<file path="src/rtl/pts_pkg.sv">
`timescale 1ns / 1ps
`default_nettype none
// ----------------------------------------------------------------------------
// pts_pkg: shared types and constants of the task scheduler
// Operation codes, slot states, error codes, controller states and the fixed
// field widths of the ports.
// ----------------------------------------------------------------------------
package pts_pkg;

    // default table size and priority width
    localparam int DEF_MAX_TASKS     = 8;
    localparam int DEF_PRIORITY_BITS = 8;

    // fixed port field widths
    localparam int OP_W       = 3;
    localparam int REQ_PRIO_W = 8;
    localparam int DELAY_W    = 32;
    localparam int TICK_W     = 32;
    localparam int SLOT_OUT_W = 3;
    localparam int ERR_W      = 2;
    localparam int CFG_W      = 8;

    // operation codes
    typedef enum logic [OP_W-1:0] {
        OP_CREATE    = 3'd0,
        OP_DELAY     = 3'd1,
        OP_TERMINATE = 3'd2,
        OP_TICK      = 3'd3,
        OP_ENABLE    = 3'd4,
        OP_DISABLE   = 3'd5,
        OP_SCHEDULE  = 3'd6,
        OP_IGNORE    = 3'd7
    } t_op;

    // per-slot task state
    typedef enum logic [1:0] {
        ST_DORMANT = 2'd0,
        ST_READY   = 2'd1,
        ST_RUNNING = 2'd2,
        ST_PENDING = 2'd3
    } t_slot_state;

    // error codes
    typedef enum logic [ERR_W-1:0] {
        ERR_NONE       = 2'd0,
        ERR_FULL       = 2'd1,
        ERR_NO_CURRENT = 2'd2
    } t_err;

    // controller states
    typedef enum logic [1:0] {
        S_IDLE,
        S_SCAN,
        S_COMMIT
    } t_fsm;

endpackage
`default_nettype wire

</file>
<file path="src/rtl/pts_ram.sv">
`timescale 1ns / 1ps
`default_nettype none
// ----------------------------------------------------------------------------
// pts_ram: generic simple dual-port RAM
// One write port and one read port, read data registered.
// ----------------------------------------------------------------------------
module pts_ram #(
    parameter int WIDTH = 8,
    parameter int DEPTH = 8
) (
    input  wire logic                     i_clk,
    input  wire logic                     i_we,
    input  wire logic [$clog2(DEPTH)-1:0] i_waddr,
    input  wire logic [WIDTH-1:0]         i_wdata,
    input  wire logic                     i_re,
    input  wire logic [$clog2(DEPTH)-1:0] i_raddr,
    output logic      [WIDTH-1:0]         o_rdata
);

    logic [WIDTH-1:0] r_mem [DEPTH];

    // write port
    always_ff @(posedge i_clk) begin
        if (i_we) begin
            r_mem[i_waddr] <= i_wdata;
        end
    end

    // registered read port
    always_ff @(posedge i_clk) begin
        if (i_re) begin
            o_rdata <= r_mem[i_raddr];
        end
    end

endmodule
`default_nettype wire

</file>
<file path="src/rtl/priority_task_scheduler_with_delays.sv">
`timescale 1ns / 1ps
`default_nettype none
// ----------------------------------------------------------------------------
// priority_task_scheduler_with_delays: fixed-priority preemptive scheduler
// Slot table (state, priority, delay count) held in one RAM; every operation
// is applied by a read-modify-write sweep over the used slots but the idle
// slot 0; with scheduling on, the sweep picks the highest-priority ready task.
// ----------------------------------------------------------------------------
// Usage
//   Input channel i_valid / o_stall carries one operation (i_op,
//   i_priority_req, i_delay_ticks); a transfer happens on a clock edge with
//   i_valid high and o_stall low. Output channel o_valid / i_stall carries one
//   result per operation. i_cfg_we with i_cfg_wdata writes the idle task
//   priority; write it only while the block is idle.
//   Each operation sweeps the slot table, one entry per cycle through the
//   single RAM read port, and its result is registered at the commit.
//   One operation at a time: o_stall is high after the accept until the
//   commit is done, so a new operation is not taken before the last commits.
//   Reset: only the idle task exists, scheduling is off, tick count is zero.
//   The RAM is not cleared: entries at or above the used count are never
//   read, and a create writes its whole entry.
//   Stall: a result waits in the output register while i_stall is high; the
//   next operation is taken meanwhile and held in its commit cycle until the
//   output register is free.
// ----------------------------------------------------------------------------
module priority_task_scheduler_with_delays #(
    parameter int MAX_TASKS     = pts_pkg::DEF_MAX_TASKS,
    parameter int PRIORITY_BITS = pts_pkg::DEF_PRIORITY_BITS
) (
    input  wire logic                            i_clk,
    input  wire logic                            i_rst_n,
    // configuration
    input  wire logic                            i_cfg_we,
    input  wire logic [pts_pkg::CFG_W-1:0]       i_cfg_wdata,
    // operation channel
    input  wire logic                            i_valid,
    output logic                                 o_stall,
    input  wire logic [pts_pkg::OP_W-1:0]        i_op,
    input  wire logic [pts_pkg::REQ_PRIO_W-1:0]  i_priority_req,
    input  wire logic [pts_pkg::DELAY_W-1:0]     i_delay_ticks,
    // result channel
    output logic                                 o_valid,
    input  wire logic                            i_stall,
    output logic [pts_pkg::SLOT_OUT_W-1:0]       o_next_task,
    output logic                                 o_switched,
    output logic [pts_pkg::SLOT_OUT_W-1:0]       o_created_slot,
    output logic [pts_pkg::ERR_W-1:0]            o_error_code,
    output logic [pts_pkg::TICK_W-1:0]           o_tick_count,
    output logic                                 o_sched_on
);

    import pts_pkg::*;

    localparam int IW = $clog2(MAX_TASKS);
    localparam int CW = $clog2(MAX_TASKS + 1);

    typedef struct packed {
        t_slot_state              st;
        logic [PRIORITY_BITS-1:0] prio;
        logic [DELAY_W-1:0]       dly;
    } t_entry;

    localparam int EW = $bits(t_entry);

    // control state
    t_fsm                     r_state,     n_state;
    logic [CFG_W-1:0]         r_idle_prio, n_idle_prio;
    logic [CW-1:0]            r_used,      n_used;
    logic [IW-1:0]            r_cur,       n_cur;
    logic                     r_cur_valid, n_cur_valid;
    logic                     r_sched_en,  n_sched_en;
    logic [TICK_W-1:0]        r_ticks,     n_ticks;
    logic                     r_pv,        n_pv;
    logic                     r_out_valid, n_out_valid;

    // operation being worked on
    t_op                      r_op,        n_op;
    logic [PRIORITY_BITS-1:0] r_prio,      n_prio;
    logic [DELAY_W-1:0]       r_dly,       n_dly;
    logic                     r_create_ok, n_create_ok;
    logic [IW-1:0]            r_created,   n_created;
    t_err                     r_err,       n_err;
    logic                     r_run,       n_run;
    logic [CW-1:0]            r_bound,     n_bound;
    logic [CW-1:0]            r_rd_idx,    n_rd_idx;
    logic [IW-1:0]            r_pv_idx,    n_pv_idx;
    logic [IW-1:0]            r_best,      n_best;
    logic [PRIORITY_BITS-1:0] r_best_prio, n_best_prio;
    t_entry                   r_best_ent,  n_best_ent;

    // result register
    logic [SLOT_OUT_W-1:0]    r_o_next,    n_o_next;
    logic                     r_o_sw,      n_o_sw;
    logic [SLOT_OUT_W-1:0]    r_o_created, n_o_created;
    t_err                     r_o_err,     n_o_err;
    logic [TICK_W-1:0]        r_o_ticks,   n_o_ticks;
    logic                     r_o_sched,   n_o_sched;

    // ram ports
    logic                     ram_we;
    logic [IW-1:0]            ram_waddr;
    logic [EW-1:0]            ram_wdata;
    logic                     ram_re;
    logic [EW-1:0]            ram_rdata;

    t_entry                   ent_rd;
    t_entry                   ent_new;
    t_entry                   commit_ent;
    logic                     hit_cur;
    logic                     cand;

    pts_ram #(
        .WIDTH (EW),
        .DEPTH (MAX_TASKS)
    ) u_slot_ram (
        .i_clk   (i_clk),
        .i_we    (ram_we),
        .i_waddr (ram_waddr),
        .i_wdata (ram_wdata),
        .i_re    (ram_re),
        .i_raddr (r_rd_idx[IW-1:0]),
        .o_rdata (ram_rdata)
    );

    assign ent_rd = t_entry'(ram_rdata);

    // per-entry update: the operation first, then the scheduler step
    always_comb begin
        ent_new = ent_rd;
        hit_cur = r_cur_valid && (r_pv_idx == r_cur);
        if (r_op == OP_CREATE && r_create_ok && r_pv_idx == r_created) begin
            ent_new.st   = ST_READY;
            ent_new.prio = r_prio;
            ent_new.dly  = '0;
        end
        if (r_op == OP_DELAY && hit_cur) begin
            ent_new.st  = ST_PENDING;
            ent_new.dly = r_dly;
        end
        if (r_op == OP_TERMINATE && hit_cur) begin
            ent_new.st = ST_DORMANT;
        end
        if (r_op == OP_TICK && ent_new.dly != '0) begin
            ent_new.dly = ent_new.dly - DELAY_W'(1);
            if (ent_new.dly == '0) begin
                ent_new.st = ST_READY;
            end
        end
        if (r_run && hit_cur && ent_new.st == ST_RUNNING) begin
            ent_new.st = ST_READY;
        end
        cand = r_run && (ent_new.st == ST_READY) && (ent_new.prio > r_best_prio);
    end

    // chosen task goes to running at commit
    always_comb begin
        commit_ent    = r_best_ent;
        commit_ent.st = ST_RUNNING;
    end

    // controller: accept, sweep, commit
    always_comb begin
        n_state     = r_state;
        n_idle_prio = i_cfg_we ? i_cfg_wdata : r_idle_prio;
        n_used      = r_used;
        n_cur       = r_cur;
        n_cur_valid = r_cur_valid;
        n_sched_en  = r_sched_en;
        n_ticks     = r_ticks;
        n_pv        = r_pv;
        n_out_valid = r_out_valid;
        n_op        = r_op;
        n_prio      = r_prio;
        n_dly       = r_dly;
        n_create_ok = r_create_ok;
        n_created   = r_created;
        n_err       = r_err;
        n_run       = r_run;
        n_bound     = r_bound;
        n_rd_idx    = r_rd_idx;
        n_pv_idx    = r_pv_idx;
        n_best      = r_best;
        n_best_prio = r_best_prio;
        n_best_ent  = r_best_ent;
        n_o_next    = r_o_next;
        n_o_sw      = r_o_sw;
        n_o_created = r_o_created;
        n_o_err     = r_o_err;
        n_o_ticks   = r_o_ticks;
        n_o_sched   = r_o_sched;
        ram_we      = 1'b0;
        ram_waddr   = r_pv_idx;
        ram_wdata   = ent_new;
        ram_re      = 1'b0;

        // result taken by the receiver
        if (r_out_valid && !i_stall) begin
            n_out_valid = 1'b0;
        end

        case (r_state)
            S_IDLE: begin
                if (i_valid) begin
                    n_op        = t_op'(i_op);
                    n_prio      = PRIORITY_BITS'(i_priority_req);
                    n_dly       = i_delay_ticks;
                    n_create_ok = (t_op'(i_op) == OP_CREATE) && (r_used < CW'(MAX_TASKS));
                    n_created   = n_create_ok ? r_used[IW-1:0] : '0;
                    n_used      = r_used + CW'(n_create_ok);
                    n_bound     = n_used;
                    n_err       = ERR_NONE;
                    if (t_op'(i_op) == OP_CREATE && !n_create_ok) begin
                        n_err = ERR_FULL;
                    end
                    if ((t_op'(i_op) == OP_DELAY || t_op'(i_op) == OP_TERMINATE)
                        && !r_cur_valid) begin
                        n_err = ERR_NO_CURRENT;
                    end
                    if (t_op'(i_op) == OP_TICK) begin
                        n_ticks = r_ticks + TICK_W'(1);
                    end
                    if (t_op'(i_op) == OP_ENABLE) begin
                        n_sched_en = 1'b1;
                    end
                    if (t_op'(i_op) == OP_DISABLE) begin
                        n_sched_en = 1'b0;
                    end
                    n_run       = n_sched_en && (t_op'(i_op) != OP_IGNORE);
                    n_rd_idx    = CW'(1);
                    n_pv        = 1'b0;
                    n_best      = '0;
                    n_best_prio = PRIORITY_BITS'(r_idle_prio);
                    n_state     = S_SCAN;
                end
            end
            S_SCAN: begin
                // read slot rd_idx, write back slot pv_idx read in the cycle before
                ram_re   = r_rd_idx < r_bound;
                n_rd_idx = r_rd_idx + CW'(ram_re);
                n_pv     = ram_re;
                n_pv_idx = r_rd_idx[IW-1:0];
                if (r_pv) begin
                    ram_we    = 1'b1;
                    ram_waddr = r_pv_idx;
                    ram_wdata = ent_new;
                    if (cand) begin
                        n_best      = r_pv_idx;
                        n_best_prio = ent_new.prio;
                        n_best_ent  = ent_new;
                    end
                end
                if (!ram_re) begin
                    n_state = S_COMMIT;
                end
            end
            S_COMMIT: begin
                if (!r_out_valid || !i_stall) begin
                    if (r_run) begin
                        n_cur       = r_best;
                        n_cur_valid = 1'b1;
                        if (r_best != '0) begin
                            ram_we    = 1'b1;
                            ram_waddr = r_best;
                            ram_wdata = commit_ent;
                        end
                        n_o_next = SLOT_OUT_W'(r_best);
                    end else begin
                        n_o_next = r_cur_valid ? SLOT_OUT_W'(r_cur) : '0;
                    end
                    n_o_sw      = r_run;
                    n_o_created = SLOT_OUT_W'(r_created);
                    n_o_err     = r_err;
                    n_o_ticks   = r_ticks;
                    n_o_sched   = r_sched_en;
                    n_out_valid = 1'b1;
                    n_state     = S_IDLE;
                end
            end
            default: begin
                n_state = S_IDLE;
            end
        endcase
    end

    // control registers
    always_ff @(posedge i_clk) begin
        if (!i_rst_n) begin
            r_state     <= S_IDLE;
            r_idle_prio <= '0;
            r_used      <= CW'(1);
            r_cur       <= '0;
            r_cur_valid <= 1'b0;
            r_sched_en  <= 1'b0;
            r_ticks     <= '0;
            r_pv        <= 1'b0;
            r_out_valid <= 1'b0;
        end else begin
            r_state     <= n_state;
            r_idle_prio <= n_idle_prio;
            r_used      <= n_used;
            r_cur       <= n_cur;
            r_cur_valid <= n_cur_valid;
            r_sched_en  <= n_sched_en;
            r_ticks     <= n_ticks;
            r_pv        <= n_pv;
            r_out_valid <= n_out_valid;
        end
    end

    // payload registers
    always_ff @(posedge i_clk) begin
        r_op        <= n_op;
        r_prio      <= n_prio;
        r_dly       <= n_dly;
        r_create_ok <= n_create_ok;
        r_created   <= n_created;
        r_err       <= n_err;
        r_run       <= n_run;
        r_bound     <= n_bound;
        r_rd_idx    <= n_rd_idx;
        r_pv_idx    <= n_pv_idx;
        r_best      <= n_best;
        r_best_prio <= n_best_prio;
        r_best_ent  <= n_best_ent;
        r_o_next    <= n_o_next;
        r_o_sw      <= n_o_sw;
        r_o_created <= n_o_created;
        r_o_err     <= n_o_err;
        r_o_ticks   <= n_o_ticks;
        r_o_sched   <= n_o_sched;
    end

    // ports
    assign o_stall        = (r_state != S_IDLE);
    assign o_valid        = r_out_valid;
    assign o_next_task    = r_o_next;
    assign o_switched     = r_o_sw;
    assign o_created_slot = r_o_created;
    assign o_error_code   = r_o_err;
    assign o_tick_count   = r_o_ticks;
    assign o_sched_on     = r_o_sched;

endmodule
`default_nettype wire

</file>
<file path="config.mk">
export PLATFORM = sky130hd
export DESIGN_NAME = priority_task_scheduler_with_delays
export DESIGN_NICKNAME = d
export VERILOG_FILES = /design/src/rtl/pts_pkg.sv /design/src/rtl/pts_ram.sv /design/src/rtl/priority_task_scheduler_with_delays.sv
export SDC_FILE = /design/constraint.sdc
export NUM_CORES = 1
export LEC_CHECK = 0
export BUFFER_PORTS_ARGS = -buffer_cell sky130_fd_sc_hd__buf_2
export CAP_MARGIN = 20
export CORE_MARGIN = 2
export CORE_UTILIZATION = 48
export DETAILED_ROUTE_END_ITERATION = 8
export PLACE_DENSITY = 0.74
export RECOVER_POWER = 50
export SYNTH_ARGS = -nofsm -noshare
export SYNTH_HDL_FRONTEND = slang
export SYNTH_SLANG_ARGS = --single-unit
</file>
<file path="constraint.sdc">
create_clock -name i_clk -period 7.3 [get_ports i_clk]
set_input_delay 0.73 -clock i_clk [delete_from_list [all_inputs] [get_ports i_clk]]
set_output_delay 0.73 -clock i_clk [all_outputs]
set_load 0.02 [all_outputs]
</file>
==> parameters.txt <==
Parameter                              Value

Outcome
  Status    complete, but fails checks
  Violations in the final reports    max-capacitance violations, max-slew violations

Floorplanning
  Chip Width    229 um
  Vertical die dimension    229 um
  Effective utilization at floorplan    48.6%
  Area of the die    52600 um^2
  Core region area    roughly 50000 um^2
  Number of top-level design ports    100
  Site row count    slightly above 80

Placement
  Half-perimeter wire length of the detailed placement result    32700 um
  Port buffer count    99
  GPL Wtd Cong    around 0.92
  Number of cells in the design after placement    ~2300

Final layout
  Area overhead of the layout relative to synthesis    12.7%
  Fill cell total of the finished layout    3899
  Fraction of final layout cells with drive strength greater than 1    roughly 17%
  Number of nets in the final layout    1734
  Final non-filler cell total    roughly 2400

Timing
  Number of pins with negative max-slew slack in the final report    approximately 460
  Worst slew margin relative to its limit    -180%
  Worst-margin pin slew    4.20 ns
  Share of the clock period used by the worst path    81.4%
  Fmax    168 MHz
  Final sum of negative setup slack    0 ns
  Number of setup violations in the final report    0
  Final Hold Fails    0
  Max Clock Skew    0.0509 ns
  Final worst path period need    approximately 5.9 ns
  Setup repair after global routing missed its margin    no

Drt
  Vias per cell    5.93
  WL/cell    22.7 um
  Detailed-routing iteration count for the pre-antenna-repair pass    6
  1st-iter DRT viols    1545
  Wire length after detailed routing    54000 um
  Post-DRT Antenna Nets    0
  DR DRC count    0
  Vias after detailed routing    roughly 14000

Setup path
  Largest driver fanout on the critical path    60
  Kind of end point of the critical path    flop
  Required time of the critical path    7.64 ns
  Startpoint type of the worst setup path    flop
  Worst Reg-to-Reg Cells    10
  Crit path arrival time    about 6.3 ns
  Worst Path Class, Setup    flop to flop

Global route
  Antenna violations before repair    1
  First-pass GRT wire length    82800 um
  GRT overflow    0
  Via count of the first global-routing pass    approximately 14000
  Pin count of the biggest net entering global routing    76
  GRT Total Usage    a little over 20%

Synthesis
  Post-synthesis async set-or-reset flop share    0%
  Number of synthesized register bits    just under 600
  Biggest area consumer among synthesized cells    sky130_fd_sc_hd__edfxtp_1
  Gate Count Post-Synth    1545
  Count of flip-flops with a built-in enable after synthesis    around 530
  Biggest area contributors in the synthesized netlist    sky130_fd_sc_hd__edfxtp_1, sky130_fd_sc_hd__mux4_2, sky130_fd_sc_hd__dfxtp_1
  Area share of the largest cell type after synthesis    65.6%
  Library cells used by synthesis    68
  Mean instance size in the synthesized netlist    15.8 um^2
  Sequential fraction of the synthesis area    ~70%
  Cell area after synthesis    24400 um^2
  Commonest register cell after synthesis    sky130_fd_sc_hd__edfxtp_1
  Most numerous cell types in the synthesized netlist    sky130_fd_sc_hd__edfxtp_1, sky130_fd_sc_hd__nand2_1, sky130_fd_sc_hd__nor2_1
  Number of synthesis warnings    0
  Cell with the most instances after synthesis    sky130_fd_sc_hd__edfxtp_1
  Syn Nets    1623

Pwr
  Relative contribution of the clock network to total power    37.1%
  Share of total power consumed by net switching    24.3%
  Relative contribution of combinational cells to total power    11.5%
  Internal Dissipation    5.94 mW
  Power per cell area    between 200 and 300 nW/um^2
  Leak pwr    8.97 nW
  Sequential group share of total power    51.3%
  Largest voltage drop on the vdd net    roughly 0.23 mV
  Net switching power of the design    between 1.5 and 2 mW

Min path
  Classification of the worst-slack hold path    input port to flop
  Min-Delay Path Depth    1

Flow run
  Max cap viols    10

CTS
  CTS Buffer Depth    3
  Clock transition time at the flip-flop clock pins of the worst setup and hold paths    0.06 ns
  Number of gates resized after CTS    0
  Number of clock sinks    approximately 590
  Number of buffers created by CTS    57
  # Post-CTS Setup Buffers    0
  TritonCTS clock tree    done
  Clock latency of the later-clocked register in the worst-skew pair    roughly 0.65 ns
  H-tree depth    2
  CTS Hold Buffers Added    0
  CTS Root Buffer Type    sky130_fd_sc_hd__clkbuf_16
-- per-layer routing --
layer / global-route usage [%] / share of wire, % / up-vias / wire, um
li1: - / - / 6265 / -
met4: 6.57 / 2.4 / 0 / 1300
met5: 0 / 0 / - / 0
met2: 32.6 / 47 / 592 / 25200
met1: 29.9 / 44 / 7142 / 23600
met3: 2.66 / 7.1 / 103 / 3850
-- layout by cell type (no fill, tap or decap), drive strengths merged, types with 39 or more instances in the layout --
cell type  synthesis  routed
a21oi             53      53
buf               28      57
clkbuf            44     149
dfxtp             53      53
edfxtp           532     532
mux2              57      57
mux4              84      84
nand2            118     118
nor2             102     102
o21ai             39      39
-- stage by stage --
| step | instance area [um^2] | setup WS [ns] | power (mW) | hold slack (ns) | util (%) |
|---|---|---|---|---|---|
| after floorplan | 24400 | 1.09 | 4.67 | 0.400 | - |
| after global placement | 25700 | 2.16 | 4.95 | 0.401 | 51.3 |
| after detailed placement | 25700 | 1.94 | 4.98 | 0.409 | 51.3 |
| after CTS | 27600 | 1.92 | 7.88 | 0.222 | 55.0 |
| after global routing | 27500 | 0.938 | 8.13 | 0.237 | 54.8 |
| final | 27500 | 1.35 | 7.84 | 0.256 | 54.8 |
-- final cells by class --
type                    count  area, um^2  share of cell area, %
flip-flops and latches    585       17000                   62.0
clock buffers              82        1580                   5.75
multi-input cells         855        6980                   25.4
inverters                  33         124                  0.451
clock inverters            26         299                   1.09
well taps                 672         841                   3.06
repair buffers            124         609                   2.22
diodes                      1        2.50                0.00911
-- power by group through the flow --
stage / clock (mW) / combinational [mW] / sequential (mW)
6_report: 2.91 / 0.905 / 4.02
5_1_grt: 3.10 / 0.989 / 4.03
4_1_cts: 2.97 / 0.902 / 4.01
3_5_place_dp: 0 / 0.895 / 4.08
3_3_place_gp: 0 / 0.870 / 4.08
2_1_floorplan: 0 / 0.624 / 4.05
-- kinds of logic after synthesis --
group | count (synthesis) | share of synthesized area (%)
buffers and inverters | 105 | 1.67
muxes | 164 | 11.3
DFF | 585 | 69.9
and+or+nand+nor | 399 | 7.98
AOI/OAI and AO/OA | 196 | 5.30
xor gates and xnor gates | 74 | 2.66
adders and majority gates | 22 | 1.13
-- worst max-delay path: stages (launching register included) --
cell	delay [ns]
sky130_fd_sc_hd__dfxtp_1	0.32
sky130_fd_sc_hd__inv_1	0.10
sky130_fd_sc_hd__ha_1	0.20
sky130_fd_sc_hd__nand2_1	0.23
sky130_fd_sc_hd__clkinv_1	0.09
sky130_fd_sc_hd__clkbuf_1	2.71
sky130_fd_sc_hd__a21oi_1	0.46
sky130_fd_sc_hd__a211oi_1	0.75
sky130_fd_sc_hd__nand4_1	0.21
sky130_fd_sc_hd__o21ai_0	0.28
sky130_fd_sc_hd__buf_4	0.28
-- state kept, by name (all words and copies together), names as in the netlist, 3 cells and up --
register,flops
r_dly,32
o_created_slot,3
o_tick_count,32
r_used,4
r_created,3
r_ticks,32
o_next_task,3
u_slot_ram.o_rdata,42
r_op,3
r_pv_idx,3
r_cur,3
commit_ent,40
r_best,3
r_bound,4
r_rd_idx,4
r_best_prio,8
r_prio,8
r_idle_prio,8
u_slot_ram.r_mem,336
-- path summary, 6_finish.rpt --
kind                                        end         startpoint  slack, ns
worst max-delay path             r_best_prio[0]         r_state[0]       1.35
worst min-delay path                  r_prio[3]  i_priority_req[3]       0.26
worst max register to register   r_best_prio[0]         r_state[0]       1.35
worst min register to register  o_error_code[1]           r_err[1]       0.39
(Power assumes the default switching activity.)
